--- src/design/lbe_pkg.sv ---
// Shared types and constants for the LED breathe/blink duty-level controller.
// No dependencies; imported by every module of the block.
`default_nettype none

package lbe_pkg;

  localparam int unsigned LEVEL_W = 8;
  localparam int unsigned COUNT_W = 16;
  localparam int unsigned MS_W    = 8;

  // Timing constants in milliseconds
  localparam logic [COUNT_W-1:0] BLINK_PERIOD_MS = 16'd200;
  localparam logic [COUNT_W-1:0] BREATHE_STEP_MS = 16'd10;
  localparam logic [COUNT_W-1:0] BREATHE_SLOW_ADD_MS = 16'd50;
  localparam logic [COUNT_W-1:0] BREATHE_SLOW_MS = BREATHE_STEP_MS + BREATHE_SLOW_ADD_MS;
  localparam logic [LEVEL_W-1:0] BREATHE_SLOW_BELOW = 8'd20;
  localparam logic [LEVEL_W-1:0] MAX_LEVEL_RESET = 8'd80;

  // Register indexes (paddr[2])
  localparam logic REG_EFFECT_MODE = 1'b0;
  localparam logic REG_MAX_LEVEL   = 1'b1;

  typedef enum logic [1:0] {
    MODE_ON      = 2'd0,
    MODE_OFF     = 2'd1,
    MODE_BLINK   = 2'd2,
    MODE_BREATHE = 2'd3
  } effect_mode_t;

  typedef struct packed {
    effect_mode_t         mode;
    logic [LEVEL_W-1:0]   max_level;
  } lbe_cfg_t;

  typedef struct packed {
    logic                 en;
    logic [LEVEL_W-1:0]   value;
  } lbe_level_load_t;

  typedef struct packed {
    logic [COUNT_W-1:0]   count;
    logic [LEVEL_W-1:0]   level;
    logic                 rising;
  } lbe_state_t;

endpackage

`default_nettype wire

--- src/design/lbe_cfg_regs.sv ---
// Configuration register file with APB-style access.
// Depends on lbe_pkg.
`default_nettype none

module lbe_cfg_regs
  import lbe_pkg::*;
(
  input  wire logic             clk,
  input  wire logic             rst_n,
  input  wire logic             psel,
  input  wire logic             penable,
  input  wire logic             pwrite,
  input  wire logic [2:0]       paddr,
  input  wire logic [31:0]      pwdata,
  output logic      [31:0]      prdata,
  output lbe_cfg_t              cfg,
  output lbe_level_load_t       level_load
);

  effect_mode_t       mode_r;
  logic [LEVEL_W-1:0] max_level_r;
  logic               wr_en;
  effect_mode_t       wr_mode;

  // pready is tied high, so the access phase always completes
  assign wr_en   = psel && penable && pwrite;
  assign wr_mode = effect_mode_t'(pwdata[1:0]);

  always_ff @(posedge clk) begin
    if (!rst_n) begin
      mode_r      <= MODE_ON;
      max_level_r <= MAX_LEVEL_RESET;
    end else if (wr_en) begin
      case (paddr[2])
        REG_EFFECT_MODE: mode_r      <= wr_mode;
        REG_MAX_LEVEL:   max_level_r <= pwdata[LEVEL_W-1:0];
        default: ;
      endcase
    end
  end

  // On/off writes reload the level straight away
  always_comb begin
    level_load.en    = 1'b0;
    level_load.value = '0;
    if (wr_en && (paddr[2] == REG_EFFECT_MODE)) begin
      case (wr_mode)
        MODE_ON: begin
          level_load.en    = 1'b1;
          level_load.value = max_level_r;
        end
        MODE_OFF: begin
          level_load.en    = 1'b1;
          level_load.value = '0;
        end
        default: ;
      endcase
    end
  end

  always_comb begin
    case (paddr[2])
      REG_EFFECT_MODE: prdata = {30'd0, mode_r};
      REG_MAX_LEVEL:   prdata = {24'd0, max_level_r};
      default:         prdata = '0;
    endcase
  end

  assign cfg.mode      = mode_r;
  assign cfg.max_level = max_level_r;

endmodule

`default_nettype wire

--- src/design/lbe_step.sv ---
// Next-state logic for one word: saturating ms counter, blink toggle, breathe step.
// Depends on lbe_pkg.
`default_nettype none

module lbe_step
  import lbe_pkg::*;
(
  input  wire lbe_state_t         cur,
  input  wire lbe_cfg_t           cfg,
  input  wire logic [MS_W-1:0]    ms_elapsed,
  output lbe_state_t              nxt,
  output logic                    fired
);

  logic [COUNT_W:0]   sum;
  logic [COUNT_W-1:0] cnt_sat;
  logic [COUNT_W-1:0] wait_ms;
  logic [LEVEL_W-1:0] up_level;
  logic [LEVEL_W-1:0] dn_level;

  assign sum     = {1'b0, cur.count} + {{(COUNT_W+1-MS_W){1'b0}}, ms_elapsed};
  assign cnt_sat = sum[COUNT_W] ? '1 : sum[COUNT_W-1:0];
  assign wait_ms = (cur.level < BREATHE_SLOW_BELOW) ? BREATHE_SLOW_MS : BREATHE_STEP_MS;

  // level above max while rising: held, direction turns
  assign up_level = (cur.level < cfg.max_level) ? cur.level + 8'd1 : cur.level;
  assign dn_level = (cur.level != '0) ? cur.level - 8'd1 : cur.level;

  always_comb begin
    nxt       = cur;
    nxt.count = cnt_sat;
    fired     = 1'b0;
    case (cfg.mode)
      MODE_BLINK: begin
        if (cnt_sat >= BLINK_PERIOD_MS) begin
          nxt.count = '0;
          nxt.level = (cur.level != '0) ? '0 : cfg.max_level;
          fired     = 1'b1;
        end
      end
      MODE_BREATHE: begin
        if (cnt_sat >= wait_ms) begin
          nxt.count = '0;
          fired     = 1'b1;
          if (cur.rising) begin
            nxt.level  = up_level;
            nxt.rising = !(up_level >= cfg.max_level);
          end else begin
            nxt.level  = dn_level;
            nxt.rising = (dn_level == '0);
          end
        end
      end
      default: ;
    endcase
  end

endmodule

`default_nettype wire

--- src/design/led_breath_blink_effect_core.sv ---
// LED breathe/blink duty-level controller: one duty level per input word, one result per word.
// Each input word carries the milliseconds since the previous word; the block keeps a
// saturating 16-bit elapsed counter, the current level and the breathe direction. Mode and
// max_level sit in an APB-style register file (mode at 0x0, max_level at 0x4); writing
// mode on or off loads max_level or zero into the level at once. Throughput is one word per
// cycle while out_tready allows; words pass the input register, then the result register. The
// per-word update is a 17-bit add with saturation, a compare and an 8-bit step, all between
// the input register and the state/result registers, so consecutive words see each other's
// state without bubbles. The input side keeps accepting while a result waits on out_tready,
// until the input register itself is full. Depends on lbe_pkg, lbe_cfg_regs and lbe_step.
`default_nettype none

module led_breath_blink_effect_core
  import lbe_pkg::*;
(
  input  wire logic        clk,
  input  wire logic        rst_n,
  // input stream
  input  wire logic        in_tvalid,
  output logic             in_tready,
  input  wire logic [7:0]  in_tdata,     // [7:0] ms_elapsed
  // result stream
  output logic             out_tvalid,
  input  wire logic        out_tready,
  output logic      [7:0]  out_tdata,    // [7:0] duty_level
  output logic      [0:0]  out_tuser,    // [0] level_updated
  // configuration
  input  wire logic        cfg_psel,
  input  wire logic        cfg_penable,
  input  wire logic        cfg_pwrite,
  input  wire logic [2:0]  cfg_paddr,
  input  wire logic [31:0] cfg_pwdata,
  output logic      [31:0] cfg_prdata,
  output logic             cfg_pready
);

  lbe_cfg_t           cfg;
  lbe_level_load_t    level_load;
  lbe_state_t         cur;
  lbe_state_t         nxt;
  logic               fired;

  // input register
  logic               in_v_r;
  logic [MS_W-1:0]    in_ms_r;
  // state
  logic [COUNT_W-1:0] count_r;
  logic [LEVEL_W-1:0] level_r;
  logic               rising_r;
  // result register
  logic               out_v_r;
  logic [LEVEL_W-1:0] out_level_r;
  logic               out_upd_r;

  logic               adv;   // result register can take a new word
  logic               go;    // input register word is processed this cycle
  logic               in_acc;

  assign cfg_pready = 1'b1;

  lbe_cfg_regs u_regs (
    .clk        (clk),
    .rst_n      (rst_n),
    .psel       (cfg_psel),
    .penable    (cfg_penable),
    .pwrite     (cfg_pwrite),
    .paddr      (cfg_paddr),
    .pwdata     (cfg_pwdata),
    .prdata     (cfg_prdata),
    .cfg        (cfg),
    .level_load (level_load)
  );

  assign cur.count  = count_r;
  assign cur.level  = level_r;
  assign cur.rising = rising_r;

  lbe_step u_step (
    .cur        (cur),
    .cfg        (cfg),
    .ms_elapsed (in_ms_r),
    .nxt        (nxt),
    .fired      (fired)
  );

  assign adv       = !out_v_r || out_tready;
  assign go        = in_v_r && adv;
  assign in_tready = !in_v_r || adv;
  assign in_acc    = in_tvalid && in_tready;

  // input register
  always_ff @(posedge clk) begin
    if (!rst_n) begin
      in_v_r <= 1'b0;
    end else if (in_acc) begin
      in_v_r <= 1'b1;
    end else if (go) begin
      in_v_r <= 1'b0;
    end
  end

  always_ff @(posedge clk) begin
    if (in_acc) begin
      in_ms_r <= in_tdata;
    end
  end

  // effect state; a register write of on/off wins over a word in flight
  always_ff @(posedge clk) begin
    if (!rst_n) begin
      count_r  <= '0;
      level_r  <= '0;
      rising_r <= 1'b1;
    end else begin
      if (go) begin
        count_r  <= nxt.count;
        rising_r <= nxt.rising;
      end
      if (level_load.en) begin
        level_r <= level_load.value;
      end else if (go) begin
        level_r <= nxt.level;
      end
    end
  end

  // result register
  always_ff @(posedge clk) begin
    if (!rst_n) begin
      out_v_r <= 1'b0;
    end else if (go) begin
      out_v_r <= 1'b1;
    end else if (out_tready) begin
      out_v_r <= 1'b0;
    end
  end

  always_ff @(posedge clk) begin
    if (go) begin
      out_level_r <= nxt.level;
      out_upd_r   <= fired;
    end
  end

  assign out_tvalid   = out_v_r;
  assign out_tdata    = out_level_r;
  assign out_tuser[0] = out_upd_r;

  // ---------------------------------------------------------------- checks

  // input side only stalls behind a blocked result with a word already held
  assert property (@(posedge clk) disable iff (!rst_n)
    !in_tready |-> (in_v_r && out_v_r && !out_tready))
    else $error("input stalled without a blocked result");

  // a fired action always restarts the elapsed counter
  assert property (@(posedge clk) disable iff (!rst_n)
    (go && fired) |=> (count_r == '0))
    else $error("counter not cleared after an action");

  // a blink toggle lands on zero or the max level
  assert property (@(posedge clk) disable iff (!rst_n)
    (go && fired && (cfg.mode == MODE_BLINK) && !level_load.en) |=>
      ((level_r == '0) || (level_r == $past(cfg.max_level))))
    else $error("blink level neither zero nor max");

  // a word leaves the input register only into the result register
  assert property (@(posedge clk) disable iff (!rst_n)
    go |=> (out_v_r && (out_level_r == level_r || $past(level_load.en) || level_load.en)))
    else $error("result does not match level state");

endmodule

`default_nettype wire
--- config.mk ---
export PLATFORM = sky130hd
export DESIGN_NAME = led_breath_blink_effect_core
export DESIGN_NICKNAME = d
export VERILOG_FILES = /design/src/design/lbe_pkg.sv /design/src/design/lbe_cfg_regs.sv /design/src/design/lbe_step.sv /design/src/design/led_breath_blink_effect_core.sv
export SDC_FILE = /design/constraint.sdc
export NUM_CORES = 1
export LEC_CHECK = 0
export ABC_CLOCK_PERIOD_IN_PS = 4950
export BUFFER_PORTS_ARGS = -buffer_cell sky130_fd_sc_hd__buf_4
export CELL_PAD_IN_SITES_DETAIL_PLACEMENT = 0
export CELL_PAD_IN_SITES_GLOBAL_PLACEMENT = 1
export CORE_ASPECT_RATIO = 1.25
export CORE_UTILIZATION = 42
export CTS_BUF_LIST = sky130_fd_sc_hd__clkbuf_8
export CTS_CLUSTER_DIAMETER = 100
export DETAILED_ROUTE_END_ITERATION = 16
export PLACE_DENSITY_LB_ADDON = 0.25
export SYNTH_ARGS = -nofsm -noshare
export SYNTH_HDL_FRONTEND = slang
export SYNTH_SLANG_ARGS = --single-unit
--- constraint.sdc ---
create_clock -name clk -period 4.95 [get_ports clk]
set_input_delay 1.2375 -clock clk [delete_from_list [all_inputs] [get_ports clk]]
set_output_delay 1.2375 -clock clk [all_outputs]
set_load 0.02 [all_outputs]
==> results.py <==
metrics = {
    "sta": {
        "hold_violations": 0,
        "setup_viol": 0,
        "fin_crit_ns": 4.29,
        "rsz0062_at_grt": "false",
        "period_share": 0.867,
        "tightest_slew_ns": 0.931,
        "report.final.slew_viol_count": 0,
        "fmax_mhz": 233,
        "fin_skew_ns": 0.0192,
        "setup_tns_ns": 0,
        "relSlewSlack": 0.376,
    },
    "floorplan": {
        "io_pins": 94,
        "core_sq_um": 9660,
        "die_y_microns": 114,
        "initial_utilization": 0.434,
        "dieArea_sq_um": 10400,
        "die_w_microns": 91.4,
        "num_rows": 40,
    },
    "worst_setup_path": {
        "worstSetupPathType": "reg2reg",
        "critPathMaxFanout": 18,
        "cp.arrival_ns": 4.36,
        "worst_setup_path_start_kind": "register",
        "crit_chain": "ha_1 > fa_1 > a211oi_2 > o211ai_2 > nand2_2 > nor2_1 > nor2_1 > ha_1 > inv_1 > o21ai_0 > a21oi_1 > o31ai_1 > nor4b_1 > o211ai_1 > nand2_1 > buf_4 > a22oi_1 > nand2b_1",
        "cpPeakStageDelay_ns": 0.43,
        "cp-end-kind": "register",
        "critPathSlowestCell": "fa_1",
        "cp.required_ns": 5.02,
    },
    "power": {
        "clkPwrFrac": 0.302,
        "power_mw": 1.04,
        "ir_drop_uv": 130,
        "switching_share": 0.308,
        "power.switching_mw": 0.320,
        "combinationalPowerShare": 0.226,
        "cellLeakagePower_nw": 1.91,
        "intPower_mw": 0.716,
        "pwr-share-seq": 0.472,
        "p_per_area_nw_per_um2": 226,
    },
    "synthesis": {
        "synth.avg_cell_area_sq_um": 8.30,
        "synth_cell_types": 70,
        "synth_warnings": 0,
        "ys_seq_area_frac": 0.298,
        "synth_top_cell_area_share": 0.177,
        "synth_edf_count": 17,
        "ys_seq_elements": 54,
        "synthFlopType": "dfxtp_1",
        "synthArstFlopShare": 0,
        "yosys-top-cells-area": "dfxtp_1 (18%), edfxtp_1 (12%), ha_1 (8.7%)",
        "syn_area_sq_um": 4190,
        "synth_area_leader_cell": "dfxtp_1",
        "synth.most_common_cell": "nand2_1",
        "synthTopCellsByCount": "nand2_1 (59), nor2_1 (40), dfxtp_1 (37)",
        "netlist_instances": 505,
    },
    "clocking": {
        "clock_sinks": 54,
        "ctsLongestPathBuffers": 2,
        "htreeDepth": 2,
        "cts_root_buf": "clkbuf_8",
        "numCtsBuffers": 5,
        "postCtsHoldBufs": 0,
        "insertion_delay_ns": 0.33,
        "clkSlewWorstSetupHoldPaths_ns": 0.11,
        "postCtsSetupRepairBufs": 0,
        "cts_resized": 0,
        "cts_tree": "built",
    },
    "drt": {
        "drt_iter0_drc": 145,
        "finalWirelength_microns": 10400,
        "wl_per_cell_microns": 15.9,
        "vias": 3674,
        "drc_errors": 0,
        "ant_nets": 0,
        "viasPerCell": 5.58,
        "first_pass_iters": 4,
    },
    "place": {
        "finalWeightedCongestion": 0.903,
        "io_buffers": 42,
        "dp_hpwl_microns": 7880,
    },
    "run_status": {
        "status": "complete, no violations",
    },
    "final_layout": {
        "fin_nets": 612,
        "area_growth_pct": 9.31,
        "layout-drive-gt1-share": 0.137,
        "diodes": 0,
    },
    "run": {
        "cap_viol_max_count": 0,
    },
    "min_path": {
        "hp-class": "reg2reg",
    },
    "grt": {
        "grt_overflow": 0,
        "grt_use_total": 0.206,
        "grt_pass1_vias": 3466,
        "antenna_found_initial": 0,
        "grt_pass1_wl_microns": 17100,
        "grt_max_degree": 31,
    },
}
## kinds of logic (layout without fill, tap and decap cells)
group,Yosys count,after routing,share of synthesized area
AOI/OAI and AO/OA,142,142,0.248
DFF,54,54,0.298
buffers and inverters,67,72,0.0904
xor gates and xnor gates,19,19,0.0397
muxes,8,8,0.0197
other,2,25,0.00179
and+or+nand+nor,183,183,0.211
adders and majority gates,30,30,0.0913
## worst paths after layout
check	startpoint	endpoint	slack [ns]	cells past startpoint
setup reg to reg	in_ms_r[0]	out_tdata[2]	0.66	18
hold / removal	count_r[3]	count_r[3]	0.46	2
hold reg to reg	count_r[3]	count_r[3]	0.46	2
setup / recovery	in_ms_r[0]	out_tdata[2]	0.66	18
## stage by stage
stage                     instances  hold slack [ns]  instance area [sq um]   util  setup slack [ns]
after floorplan                 528            0.434                   4280      -              1.34
after global placement          651            0.444                   4470  0.463             0.694
after detailed placement        651            0.449                   4470  0.463             0.685
after CTS                       659            0.463                   4580  0.475             0.668
after global routing            659            0.484                   4580  0.475             0.362
final                           659            0.459                   4580  0.475             0.661
## layout make-up
cell class | count | area, sq um
fillers | 986 | 5070
inverters | 19 | 71.3
well taps | 126 | 158
clock buffers | 5 | 68.8
flip-flops and latches | 54 | 1250
repair buffers | 45 | 338
multi-input cells | 407 | 2650
clock inverters | 3 | 47.5
## flip-flops by register name, summed over array words and instances (netlist names)
register / count
count_r: 16
in_ms_r: 8
in_v_r: 1
level_r: 8
out_tdata: 8
out_tuser: 1
out_tvalid: 1
rising_r: 1
u_regs.max_level_r: 8
u_regs.mode_r: 2
## cell usage in the layout, fill, tap and decap left out, types with 3 or more instances in the layout
cell,n
a31o_1,3
conb_1,25
a31oi_1,4
mux2i_1,6
buf_4,45
and2_1,5
xor2_1,6
o21ai_0,27
and3_1,6
xnor2_1,13
nand4_1,6
a32o_1,3
a221o_1,4
inv_1,16
o21a_1,4
nand2_1,59
nor2b_1,9
or3_1,5
clkinv_1,3
a211oi_1,3
a21o_1,4
ha_1,29
a21oi_1,34
nor3_1,13
nand2b_1,8
dfxtp_1,37
a22oi_1,5
o211ai_1,8
nand3_1,19
edfxtp_1,17
clkbuf_8,5
a21boi_0,7
a221oi_1,4
nand2_2,3
a211o_1,4
nor2_1,40
## routing by layer
metal / wire length [microns] / vias to the layer above / GRT usage
met4: 206 / 0 / 0.0698
met1: 4500 / 1762 / 0.240
met3: 256 / 15 / 0.0267
met5: 0 / - / 0
li1: - / 1832 / -
met2: 5490 / 65 / 0.387
## critical path, delay by kind of cell, from the launching register on
family                   cells  cell delay [ns]
AO/OA/AOI/OAI                7             1.69
AND/OR/NAND/NOR              6             0.86
adder cells (fa/ha/maj)      3             0.82
flip-flops                   1             0.38
buffers and inverters        2             0.31
## power by group through the flow
| stage | logic [mW] | clock network [mW] | registers [mW] |
|---|---|---|---|
| finish | 0.234 | 0.313 | 0.489 |
| detailed placement | 0.234 | 0 | 0.500 |
| global route | 0.260 | 0.335 | 0.492 |
| global placement | 0.231 | 0 | 0.499 |
| CTS | 0.235 | 0.322 | 0.489 |
| floorplan | 0.193 | 0 | 0.497 |
Note: power is estimated with default switching activity, not from simulation.
